===== config.mk =====
export PLATFORM = sky130hd
export DESIGN_NAME = pabm_alu
export DESIGN_NICKNAME = d
export VERILOG_FILES = /design/src/hw/rtl/pabm_pkg.sv /design/src/hw/rtl/pabm_alu.sv
export SDC_FILE = /design/constraint.sdc
export NUM_CORES = 1
export LEC_CHECK = 0
export ABC_AREA = 1
export BUFFER_PORTS_ARGS = -buffer_cell sky130_fd_sc_hd__buf_2
export CAP_MARGIN = 10
export CORE_ASPECT_RATIO = 1.75
export CORE_MARGIN = 2
export CORE_UTILIZATION = 54
export DETAILED_ROUTE_END_ITERATION = 16
export PLACE_DENSITY = 0.92
export SLEW_MARGIN = 40
export SYNTH_ARGS = -nofsm -noshare
export SYNTH_HDL_FRONTEND = slang
export SYNTH_SLANG_ARGS = --single-unit
export TNS_END_PERCENT = 1

===== constraint.sdc =====
create_clock -name vclk -period 3.6
set_input_delay 0.72 -clock vclk [all_inputs]
set_output_delay 0.72 -clock vclk [all_outputs]
set_load 0.05 [all_outputs]

===== src/hw/rtl/pabm_pkg.sv =====
// Shared types, constants and codes of the per-ID allocation burst monitor.
`default_nettype none

package pabm_pkg;

	localparam int TABLE_ENTRIES = 128;
	localparam int IDX_W = (TABLE_ENTRIES > 1) ? $clog2(TABLE_ENTRIES) : 1;
	localparam int CNT_W = $clog2(TABLE_ENTRIES + 1);

	localparam int ID_W  = 22;
	localparam int LEN_W = 48;
	localparam int TS_W  = 63;
	localparam int WIN_W = 40;
	localparam int ALU_W = 64;

	localparam logic [WIN_W-1:0] WINDOW_RESET = WIN_W'(64'd1000000000);
	localparam logic [LEN_W-1:0] TOTAL_MAX = {LEN_W{1'b1}};

	// item kinds
	localparam logic [1:0] KIND_ALLOC  = 2'd0;
	localparam logic [1:0] KIND_ADD    = 2'd1;
	localparam logic [1:0] KIND_REMOVE = 2'd2;
	localparam logic [1:0] KIND_RSVD   = 2'd3;

	// result status codes
	localparam logic [2:0] ST_COUNTED = 3'd0;
	localparam logic [2:0] ST_ALERT   = 3'd1;
	localparam logic [2:0] ST_IGNORED = 3'd2;
	localparam logic [2:0] ST_FULL    = 3'd3;
	localparam logic [2:0] ST_DONE    = 3'd4;

	// config register indexes
	localparam int CFG_IDX_W  = 2;
	localparam int CFG_DATA_W = 48;
	localparam logic [CFG_IDX_W-1:0] CFG_THRESHOLD = 2'd0;
	localparam logic [CFG_IDX_W-1:0] CFG_WINDOW    = 2'd1;

	typedef struct packed {
		logic [1:0]       kind;
		logic [ID_W-1:0]  proc_id;
		logic [LEN_W-1:0] length;
		logic [TS_W-1:0]  timestamp_ns;
	} pabm_in_t;

	typedef struct packed {
		logic [2:0]       status;
		logic [ID_W-1:0]  alert_id;
		logic [LEN_W-1:0] alert_total;
		logic [LEN_W-1:0] alert_threshold;
	} pabm_out_t;

	// table write request
	typedef struct packed {
		logic [IDX_W-1:0] addr;
		logic             id_we;
		logic [ID_W-1:0]  id;
		logic             data_we;
		logic [TS_W-1:0]  last_seen;
		logic [LEN_W-1:0] total;
		logic             set_managed;
		logic             clr_managed;
		logic             set_stats;
		logic             clr_stats;
	} tbl_wr_t;

	// outcome of one table scan
	typedef struct packed {
		logic             done;
		logic             found;
		logic [IDX_W-1:0] found_idx;
		logic             free;
		logic [IDX_W-1:0] free_idx;
	} scan_res_t;

	typedef struct packed {
		logic             sub;
		logic [ALU_W-1:0] a;
		logic [ALU_W-1:0] b;
	} alu_req_t;

	typedef struct packed {
		logic [ALU_W-1:0] res;
		logic             cout;
	} alu_rsp_t;

endpackage

`default_nettype wire


===== src/hw/rtl/pabm_alu.sv =====
// Shared 64-bit add/subtract unit with carry out.
`default_nettype none

module pabm_alu
	import pabm_pkg::*;
(
	input  wire alu_req_t req,
	output alu_rsp_t      rsp
);

	logic [ALU_W-1:0] b_eff;
	logic [ALU_W:0]   sum;

	// subtract as a + ~b + 1; carry out low means a borrow (a < b)
	assign b_eff = req.sub ? ~req.b : req.b;
	assign sum = {1'b0, req.a} + {1'b0, b_eff} + {{ALU_W{1'b0}}, req.sub};
	assign rsp.res  = sum[ALU_W-1:0];
	assign rsp.cout = sum[ALU_W];

endmodule

`default_nettype wire


==> results.md, run 1 <==
* Netlist cell types at 31
* # rows at 51
* Top post-synthesis cells by area: nand2_1, ha_1, inv_1, xor2_1, a21oi_1
* Mean post-synth cell area at 5.086 sq um
* DP HPWL at 21530 microns
* Compound-Gate Fraction of Synth Area at 12.53%
* XOR/XNOR Fraction of Synth Area at 13.77%
* Syn_nets at 1387
* Place WS at -190.0 ps
* I/O Pins at 194
* Most numerous cell in the Yosys netlist: nand2_1
* Top cells by count, synth: nand2_1, inv_1, nor2_1
* Initial Utilization at 54.73%
* Mapped Area at 6042 sq um
* PortBufs at 194
* Die X at 83.96 microns
* Post-synthesis cell count at 1188
* Sequential-to-total area share from yosys stat at 0%
* Err: [ERROR GRT-0232] Routing congestion too high. Check the congestion heatmap in the GUI.
* Yosys Warn Count at 0
* Status: aborted with a tool error
* Pin count of the biggest net entering global routing at 20
* Adder-Cell Fraction of Synth Area at 14.62%
* Die height at 143.9 microns
* Gr ovfl total at 79
* Hold Buf Count CTS at 0
* Post-synthesis simple-gate area fraction at 44.48%
* Largest family of logic cells by synthesized area: simple AND/OR/NAND/NOR gates
* Post-DP Area at 7915 sq um
* GRT Overall Usage at 54.89%
* Area leader, netlist: nand2_1
* Yosys top cell area share at 27.71%
* Post-synthesis mux area share at 0%
* Failed at: global routing
* Gp weighted congestion at 1.135
[layer usage]
metal  overflow  global-route usage, %
met1          0                  47.64
met4         30                  61.54
met3          2                  28.89
met5          0                  4.762
met2         47                  84.38
[per-stage QoR]
step           cells  hold WS [ps]
2_1_floorplan   1188          1708
3_3_place_gp    1606          1788
3_5_place_dp    1606          1800
4_1_cts         1611          1801
[cells by family after synthesis]
kind of cell               Yosys count
xor gates and xnor gates            95
adders and majority gates           70
buffers and inverters              231
and+or+nand+nor                    652
AOI/OAI and AO/OA                  140
[timing repair]
action / CTS
endpoints found under the setup margin: 48
setup buffers: 2
resized for setup: 119
cloned: 3
pin swaps: 15
==> inputs of run 2 (changes only) <==
- CORE_ASPECT_RATIO: 1.75 -> unset
- CORE_UTILIZATION: 54 -> 39
- PLACE_DENSITY: 0.92 -> unset
- PLACE_DENSITY_LB_ADDON: unset -> 0.15
==> results.md, run 2 <==
* Commonest non-fill, non-tap cells in the layout: nand2_1, inv_1, buf_4
* Final Hold Viols at 0
* Slew margin rel. at 72.22%
* Worst vdd ir at 0.2917 mV
* Setup Viol. Count Final at 4
* Yosys Warn Count at 0 (unchanged)
* Layout fillers at 1578
* Status: finished, violations left
* DRC Markers at 0
* Delay of the slowest critical-path stage at 360 ps
* Die height at 128.5 microns (-11%)
* Syn_nets at 1387 (unchanged)
* GRT Overall Usage at 28.78%
* Post-synthesis cell count at 1188 (unchanged)
* Via density at 4.825
* Gp weighted congestion at 1.054 (-7.1%)
* Seq cells at 0
* Initial antenna violation count at 1
* Hold Buf Count CTS at 0 (unchanged)
* Worst EP required at 2880 ps
* PortBufs at 194 (unchanged)
* Crit start category: input pin
* Crit path DAT at 2890 ps
* Most numerous cell in the Yosys netlist: nand2_1
* Total Die Area at 16500 sq um
* DP HPWL at 21300 microns (-1.0%)
* Mean post-synth cell area at 5.086 sq um (unchanged)
* Gr ovfl total at 0
* Total negative slack at -37.42 ps
* Crit path time final at 3611 ps
* CLK BUF at 0
* I/O Pins at 194 (unchanged)
* Mapped Area at 6042 sq um (unchanged)
* Netlist cell types at 31 (unchanged)
* Routed via count at 8323
* CP cell instances: buf_16, buf_12, buf_4, xor2_1, ha_1, inv_1, o21bai_1, o21bai_1, a21oi_2, nand2_1, a21oi_2, nand3_1, nand2_1, buf_6
* Leakage at 5.443 nW
* Top post-synthesis cells by area: nand2_1, ha_1, inv_1, xor2_1, a21oi_1
* WL/cell at 14.50 microns
* Die X at 128.5 microns (+53%)
* CP Class: in -> out
* CP Max Fanout at 22
* Share of layout cells above drive strength 1 at 39.91%
* Commonest non-fill, non-tap cell in the layout: nand2_1
* Area leader, netlist: nand2_1
* 1st-iter DRT viols at 459
* Sequential-to-total area share from yosys stat at 0% (unchanged)
* Max stage delay cell, worst path: ha_1
* Crit share post-route at 100.3%
* Pin count of the biggest net entering global routing at 23
* Post-DRT Antenna Nets at 0
* Core Footprint at 15150 sq um
* First-pass GRT wire length at 37810 microns
* Slew Limit Fails at 0
* Top cells by count, synth: nand2_1, inv_1, nor2_1
* Failing checks: negative setup slack
* Routed wire length at 25000 microns
* Yosys top cell area share at 27.71% (unchanged)
* Max-Cap Viols at 0
* HP Class: in -> out
* PwrDens at 349.9 nW/um^2
* Final WS setup at -10.93 ps
* Core Util, Final at 63.65%
* Reg area at 0 sq um
* Initial Utilization at 39.89% (-15 points)
* Worst Max-Slew Pin Slew at 412.3 ps
* Detailed-router iteration count before antenna repair at 5
* Area Overhead vs Synth at 59.56%
* Unrepaired setup endpoints after global routing: true
* Final nets at 1737
* Number of global-route vias before repair at 7587
* Max Freq at 276.9 MHz
* Area of the multi-input gates at 6025 sq um
* # rows at 45 (-12%)
* CP Capture Type: primary output
run 2: layout make-up:
type | count | share of cell area (%)
Antenna cell | 1 | 0.02596
Inverter | 224 | 8.722
Timing Repair Buffer | 355 | 26.32
Multi-Input combinational cell | 957 | 62.49
Tap cell | 188 | 2.440
run 2: through the flow:
step	instances	power, W	cell area, sq um	setup slack [ps]	hold slack (ps)
3_3_place_gp	1696	0.002820	8255	-272.0	1792
5_1_grt	1725	0.003609	9641	-119.5	1820
2_1_floorplan	1188	0.001871	6050	-119.1	1708
3_5_place_dp	1696	0.002820	8255	-264.1	1796
4_1_cts	1705	0.003015	8695	-20.76	1799
6_report	1725	0.003373	9641	-10.93	1799
run 2: logic make-up after synthesis:
| kind of cell | count (synthesis) | synth area share [%] |
|---|---|---|
| buffers and inverters | 231 | 14.60 |
| AO/OA/AOI/OAI | 140 | 12.53 |
| XOR/XNOR | 95 | 13.77 |
| adder cells (fa/ha/maj) | 70 | 14.62 |
| AND/OR/NAND/NOR | 652 | 44.48 |
run 2: where the power goes:
group | total, W | switching, W | internal, W
logic | 0.00337 | 0.00215 | 0.00122
registers | 0 | 0 | 0
clock network | 0.0000000000372 | 0 | 0.0000000000372
total | 0.00337 | 0.00215 | 0.00122
run 2: routing by layer:
layer  vias to the layer above  share of wire (%)  GRT usage (%)
met5                         -                  0              0
met4                         0               0.83          2.198
met3                        14                6.7          2.204
met2                       244                 46          47.72
met1                      3734                 47          42.35
li1                       4331                  -              -
run 2: critical path: cells and delay by family:
kind            cells  cell delay, ps
compound gates      4             610
xor+xnor            1             160
fa+ha+maj           1             360
simple gates        3             270
buf+inv             5             740
run 2: path summary, 6_finish.rpt:
path     start       to  depth (start not counted)
max   req[128]  rsp[61]                         14
min    req[64]   rsp[1]                          3
run 2: what timing repair did:
action / 4_1_cts / 5_1_grt
cloned: 1 / 1
buffers inserted: 8 / 18
setup endpoints to repair: 50 / 50
pin swaps: 29 / 71
gates resized for setup: 117 / 238
(Power assumes the default switching activity.)
