## config.mk

```make
export PLATFORM = sky130hd
export DESIGN_NAME = pabm_scan
export DESIGN_NICKNAME = d
export VERILOG_FILES = /design/src/hw/rtl/pabm_pkg.sv /design/src/hw/rtl/pabm_scan.sv
export SDC_FILE = /design/constraint.sdc
export NUM_CORES = 1
export LEC_CHECK = 0
export BUFFER_PORTS_ARGS = -buffer_cell sky130_fd_sc_hd__buf_2
export CAP_MARGIN = 40
export CORE_MARGIN = 2
export CORE_UTILIZATION = 25
export DETAILED_ROUTE_END_ITERATION = 10
export REMOVE_ABC_BUFFERS = 1
export SYNTH_ARGS = -nofsm -noshare
export SYNTH_HDL_FRONTEND = slang
export SYNTH_SLANG_ARGS = --single-unit
```

## constraint.sdc

```tcl
create_clock -name clk -period 3.7 [get_ports clk]
set_clock_uncertainty 0.15 [all_clocks]
set_input_delay 0.185 -clock clk [delete_from_list [all_inputs] [get_ports clk]]
set_output_delay 0.185 -clock clk [all_outputs]
set_load 0.01 [all_outputs]
```

## src/hw/rtl/pabm_pkg.sv

```systemverilog
// Shared types, constants and codes of the per-ID allocation burst monitor.
`default_nettype none

package pabm_pkg;

	localparam int TABLE_ENTRIES = 128;
	localparam int IDX_W = (TABLE_ENTRIES > 1) ? $clog2(TABLE_ENTRIES) : 1;
	localparam int CNT_W = $clog2(TABLE_ENTRIES + 1);

	localparam int ID_W  = 22;
	localparam int LEN_W = 48;
	localparam int TS_W  = 63;
	localparam int WIN_W = 40;
	localparam int ALU_W = 64;

	localparam logic [WIN_W-1:0] WINDOW_RESET = WIN_W'(64'd1000000000);
	localparam logic [LEN_W-1:0] TOTAL_MAX = {LEN_W{1'b1}};

	// item kinds
	localparam logic [1:0] KIND_ALLOC  = 2'd0;
	localparam logic [1:0] KIND_ADD    = 2'd1;
	localparam logic [1:0] KIND_REMOVE = 2'd2;
	localparam logic [1:0] KIND_RSVD   = 2'd3;

	// result status codes
	localparam logic [2:0] ST_COUNTED = 3'd0;
	localparam logic [2:0] ST_ALERT   = 3'd1;
	localparam logic [2:0] ST_IGNORED = 3'd2;
	localparam logic [2:0] ST_FULL    = 3'd3;
	localparam logic [2:0] ST_DONE    = 3'd4;

	// config register indexes
	localparam int CFG_IDX_W  = 2;
	localparam int CFG_DATA_W = 48;
	localparam logic [CFG_IDX_W-1:0] CFG_THRESHOLD = 2'd0;
	localparam logic [CFG_IDX_W-1:0] CFG_WINDOW    = 2'd1;

	typedef struct packed {
		logic [1:0]       kind;
		logic [ID_W-1:0]  proc_id;
		logic [LEN_W-1:0] length;
		logic [TS_W-1:0]  timestamp_ns;
	} pabm_in_t;

	typedef struct packed {
		logic [2:0]       status;
		logic [ID_W-1:0]  alert_id;
		logic [LEN_W-1:0] alert_total;
		logic [LEN_W-1:0] alert_threshold;
	} pabm_out_t;

	// table write request
	typedef struct packed {
		logic [IDX_W-1:0] addr;
		logic             id_we;
		logic [ID_W-1:0]  id;
		logic             data_we;
		logic [TS_W-1:0]  last_seen;
		logic [LEN_W-1:0] total;
		logic             set_managed;
		logic             clr_managed;
		logic             set_stats;
		logic             clr_stats;
	} tbl_wr_t;

	// outcome of one table scan
	typedef struct packed {
		logic             done;
		logic             found;
		logic [IDX_W-1:0] found_idx;
		logic             free;
		logic [IDX_W-1:0] free_idx;
	} scan_res_t;

	typedef struct packed {
		logic             sub;
		logic [ALU_W-1:0] a;
		logic [ALU_W-1:0] b;
	} alu_req_t;

	typedef struct packed {
		logic [ALU_W-1:0] res;
		logic             cout;
	} alu_rsp_t;

endpackage

`default_nettype wire

```

## src/hw/rtl/pabm_scan.sv

```systemverilog
// Linear table scan: first managed entry with a matching ID and first free entry.
`default_nettype none

module pabm_scan
	import pabm_pkg::*;
(
	input  wire logic             clk,
	input  wire logic             arst_n,
	input  wire logic             go,
	input  wire logic [ID_W-1:0]  key,
	output logic      [IDX_W-1:0] scan_addr,
	input  wire logic [ID_W-1:0]  scan_id,
	input  wire logic             scan_managed,
	output scan_res_t             res
);

	logic             on_q;
	logic [CNT_W-1:0] cnt_q;
	logic             chk_q;
	logic [IDX_W-1:0] chk_idx_q;
	logic             done_q;
	logic             found_q;
	logic [IDX_W-1:0] found_idx_q;
	logic             free_q;
	logic [IDX_W-1:0] free_idx_q;
	logic             hit;

	assign scan_addr = cnt_q[IDX_W-1:0];
	assign hit = scan_managed && (scan_id == key);

	always_ff @(posedge clk or negedge arst_n) begin
		if (!arst_n) begin
			on_q        <= 1'b0;
			cnt_q       <= '0;
			chk_q       <= 1'b0;
			chk_idx_q   <= '0;
			done_q      <= 1'b0;
			found_q     <= 1'b0;
			found_idx_q <= '0;
			free_q      <= 1'b0;
			free_idx_q  <= '0;
		end else begin
			done_q <= 1'b0;
			if (go) begin
				on_q    <= 1'b1;
				cnt_q   <= '0;
				chk_q   <= 1'b0;
				found_q <= 1'b0;
				free_q  <= 1'b0;
			end else if (on_q) begin
				// read issue
				if (cnt_q < CNT_W'(TABLE_ENTRIES)) begin
					chk_q     <= 1'b1;
					chk_idx_q <= cnt_q[IDX_W-1:0];
					cnt_q     <= cnt_q + CNT_W'(1);
				end else begin
					chk_q <= 1'b0;
				end
				// check of last cycle's read
				if (chk_q) begin
					if (hit) begin
						found_q     <= 1'b1;
						found_idx_q <= chk_idx_q;
					end
					if (!scan_managed && !free_q) begin
						free_q     <= 1'b1;
						free_idx_q <= chk_idx_q;
					end
					if (hit || chk_idx_q == IDX_W'(TABLE_ENTRIES - 1)) begin
						on_q   <= 1'b0;
						chk_q  <= 1'b0;
						done_q <= 1'b1;
					end
				end
			end
		end
	end

	assign res.done      = done_q;
	assign res.found     = found_q;
	assign res.found_idx = found_idx_q;
	assign res.free      = free_q;
	assign res.free_idx  = free_idx_q;

endmodule

`default_nettype wire

```

# [Word-level counts from Yosys, hierarchy flattened]
# Cells that the tools add are included.
[op_classes] add_sub_neg=1 n_lt_le_gt_ge=1 n_eq_ne=2 muxes=24 bitwise_logic=1 reduce_logical=16
[ops] op="8-bit 2-to-1 mux" n=3
[ops] op="22-bit equality test" n=1
[ops] op="1-bit 2-to-1 mux" n=21
[ops] op="2-bit nonzero test" n=5
[ops] op="3-bit AND reduction" n=3
[ops] op="8-bit by 1-bit adder with 8-bit output (second input constant)" n=1
[ops] op="8-bit less-than comparator (second input constant)" n=1
[ops] op="4-bit AND reduction" n=2
[ops] op="7-bit equality test (second input constant)" n=1
[ops] op="1-bit logical AND" n=2
[ops] op="1-bit logical NOT" n=2
[ops] op="2-bit AND reduction" n=1
[ops] op="1-bit logical OR" n=1
[ops] op="1-bit NOT" n=1
[totals] reg_bits=34 input_bits=48 wordCells=54

# [Longest topological paths before layout]
[depth] ltp_word=7 depth_mapped=5 depth_no_buf=5

# [Worst setup path before layout]
# OpenSTA, ideal clock, no wires.
[synth_path] path_type="register to register" startpoint="reg on_q" endpoint="reg free_idx_q[0]" setup_ps=125 t_arrival_ps=1365 t_required_ps=3425 slack_ps=2060 stages_incl_launch_ff=6 path_buffers=1 path_cell_list="dfrtp_1 -> nand2_1 -> or2_1 -> or3_1 -> buf_2 -> mux2_2"
[synth_via] elab_chain_cells=1
[synth_rtl] item="start, declared" line_no="pabm_scan.sv:17" text="logic on_q;"
[synth_rtl] item="start signal, assigned" line_no="pabm_scan.sv:33" text="on_q <= 1'b0;"
[synth_rtl] item="start signal, assigned" line_no="pabm_scan.sv:45" text="on_q <= 1'b1;"
[synth_rtl] item="start signal, assigned" line_no="pabm_scan.sv:70" text="on_q <= 1'b0;"
[synth_rtl] item="4-bit AND reduction (no source line)"
[synth_rtl] item="end signal, assigned" line_no="pabm_scan.sv:67" text="free_idx_q <= chk_idx_q;"
[synth_rtl] item="end, declared" line_no="pabm_scan.sv:25" text="logic [IDX_W-1:0] free_idx_q;"
# Every way passes these cells.
# A chain may end at the register's enable or synchronous reset.

# [Final worst setup path]
[layout_path] startpoint="reg on_q" endpoint="reg free_idx_q[4]"
# The elaborated chain is that of the path after synthesis.

==> flow_summary.json <==
{
  "cp_top_family": "simple AND/OR/NAND/NOR gates",
  "regArea_um2": 851,
  "grt-ovfl-total": 0,
  "crit_fanout": 8,
  "crit_type": "reg -> reg",
  "yosys_register_bits": 34,
  "arrival_ns": 1.82,
  "synth_edf_count": 0,
  "cpMaxStageDelayCell": "or3_1",
  "drtAntennaViolNets": 0,
  "period_share_pct": 48.9,
  "routedWlPerCell_um": 13.0,
  "vias_per_cell": 4.30,
  "finalSetupViolCount": 0,
  "start_util_pct": 25.4,
  "drt-total-wl_mm": 3.77,
  "core.rowCount": 30,
  "min_period_ns": 1.81,
  "cts_tree": "yes",
  "diodes": 0,
  "cap_violations": 0,
  "cts_resized": 0,
  "htree_levels": 2,
  "cts_max_path_buffers": 2,
  "cp-end-kind": "flip-flop",
  "cp-startpoint": "on_q",
  "yosysWarningCount": 0,
  "synthTopCellsByCount": "dfrtp_1 (34), mux2_2 (22), xnor2_1 (21)",
  "chipHeight_um": 86.4,
  "post_synth_inst_count": 142,
  "ys_seq_area_share_pct": 50.1,
  "drt-initial-drc-count": 67,
  "finalPower_uw": 837,
  "status": "completed",
  "clkLatencyLatePin_ns": 0.28,
  "numCtsBuffers": 5,
  "nFillCells": 709,
  "track_usage_pct": 10.8,
  "synth_most_common_cell": "dfrtp_1",
  "cts-root-buf": "clkbuf_8",
  "internal-power_uw": 648,
  "place_ws_ns": 1.71,
  "dieArea_um2": 7470,
  "grt_setup_unrepaired": "no",
  "drive_gt1_share_pct": 49.0,
  "grt_pass1_vias": 1323,
  "dr.pass1.iters": 4,
  "r2r_start": "on_q",
  "drv_slew": 0,
  "place.gp.congestion": 0.704,
  "slew_headroom_pct": 50.0,
  "drc_errors": 0,
  "portBuffers": 71,
  "avgSynthCellArea_um2": 12.0,
  "yosys-top-cells-area": "dfrtp_1 (50%), mux2_2 (15%), xnor2_1 (11%)",
  "whs_ns": 0.101,
  "placed_area_um2": 2070,
  "core_um2": 6680,
  "worstPathRequired_ns": 3.72,
  "hold_viol_final": 0,
  "syn_area_um2": 1700,
  "vias": 1247,
  "hold_buffers": 1,
  "clockPowerShare_pct": 39.3,
  "synth_cell_types": 28,
  "p_leak_nw": 1.11,
  "grt_max_degree": 35,
  "power.density_nw_per_um2": 383,
  "hp-start": "go",
  "nNetsFinal": 258,
  "crit_chain": "nand2_1 > or2_1 > or3_1 > mux2_2",
  "grt_pass1_wl_mm": 6.27,
  "die_w_um": 86.4,
  "vdd_drop_max_v": 0.000191,
  "finalWorstSetupSlack_ns": 1.89,
  "syn2layout_area_growth_pct": 28.7,
  "fin_cells": 290,
  "post-route-util_pct": 32.7,
  "fin_area_um2": 2190,
  "path_clk_slew_ns": 0.07,
  "final.setup.tns_ns": 0,
  "path_buf_inv": 0,
  "dp.cells": 281,
  "holdCritPathClass": "in -> reg",
  "ios": 72,
  "pwr-share-seq_pct": 47.8,
  "dp_hpwl_mm": 2.99,
  "clkSinkCount": 34,
  "multi_input_area_um2": 756,
  "p_switching_uw": 189,
  "worst_slew_pin_slew_ns": 0.749,
  "swShare_pct": 22.6,
  "antenna_found_initial": 0,
  "critPathMaxStageDelay_ns": 0.48,
  "synth_ff_type": "dfrtp_1",
  "yosysTopAreaCell": "dfrtp_1",
  "crit_path_start_kind": "flip-flop",
  "max_freq_mhz": 553,
  "synth.top_cell.area_share_pct": 50.1,
  "combinationalPowerShare_pct": 12.9,
  "cts_setup_buffers": 0,
  "async_reset_ff_share_pct": 100
}
[metal layers]
metal	routed length, um	vias up	track usage [%]
li1	-	616	-
met1	1620	602	13.3
met2	1930	27	17.5
met3	207	2	4.10
met4	14	0	3.41
met5	0	-	0
[sequential cells by signal, summed over array words and instances, names as in the netlist]
name         count
cnt_q            8
chk_idx_q        7
found_idx_q      7
free_idx_q       7
chk_q            1
done_q           1
found_q          1
free_q           1
on_q             1
[layout make-up]
type | instances | area share [%]
inverters | 2 | 0.343
flip-flops and latches | 34 | 38.9
clock inverters | 1 | 1.37
multi-input cells | 94 | 34.6
well taps | 80 | 4.58
clock buffers | 7 | 3.49
repair buffers | 72 | 16.7
[path summary, 6_finish.rpt]
path                                        to  cells after the start  slack [ns]
worst max register to register   free_idx_q[4]                      4        1.89
worst max-delay path             free_idx_q[4]                      4        1.89
worst min-delay path                  cnt_q[5]                      2        0.10
worst min register to register  found_idx_q[5]                      1        0.35
min in group asynchronous        free_idx_q[5]                      2        0.36
max in group asynchronous             cnt_q[0]                      2        2.56
[placed cells by master (no fill, tap or decap)]
master         count
xor2_1             7
nand3_2            1
nand3_1            1
a311o_1            1
or3_1              1
mux2_2            22
ha_1               1
nor4_2             1
bufinv_16          1
xnor2_1           21
inv_1              2
nor2_1             9
clkbuf_8           5
a31o_2             1
or2_1              1
nor4_1             1
nand2_1            6
or2b_1             1
nor2_2             1
dfrtp_1           34
nand4_1            7
a41oi_1            1
buf_2             71
nor2b_1            2
clkbuf_1           2
and4_1             2
dlygate4sd3_1      1
a21oi_1            2
o21ai_0            2
and3_1             2
[power groups by stage]
| stage | Combinational, mW | Sequential (mW) | Clock, mW |
|---|---|---|---|
| finish | 0.108 | 0.400 | 0.329 |
| floorplan | 0.0466 | 0.411 | 0 |
| global route | 0.121 | 0.403 | 0.359 |
| detailed placement | 0.109 | 0.408 | 0 |
| global placement | 0.105 | 0.408 | 0 |
| CTS | 0.111 | 0.401 | 0.342 |
[logic make-up after synthesis]
kind of cell	after synthesis	synth area share, %
AO/OA/AOI/OAI	7	2.80
XOR/XNOR	28	14.4
adder cells (fa/ha/maj)	1	0.737
buffers and inverters	14	5.38
flip-flops	34	50.1
multiplexers	22	14.6
AND/OR/NAND/NOR	36	11.9
(Power assumes the default switching activity.)
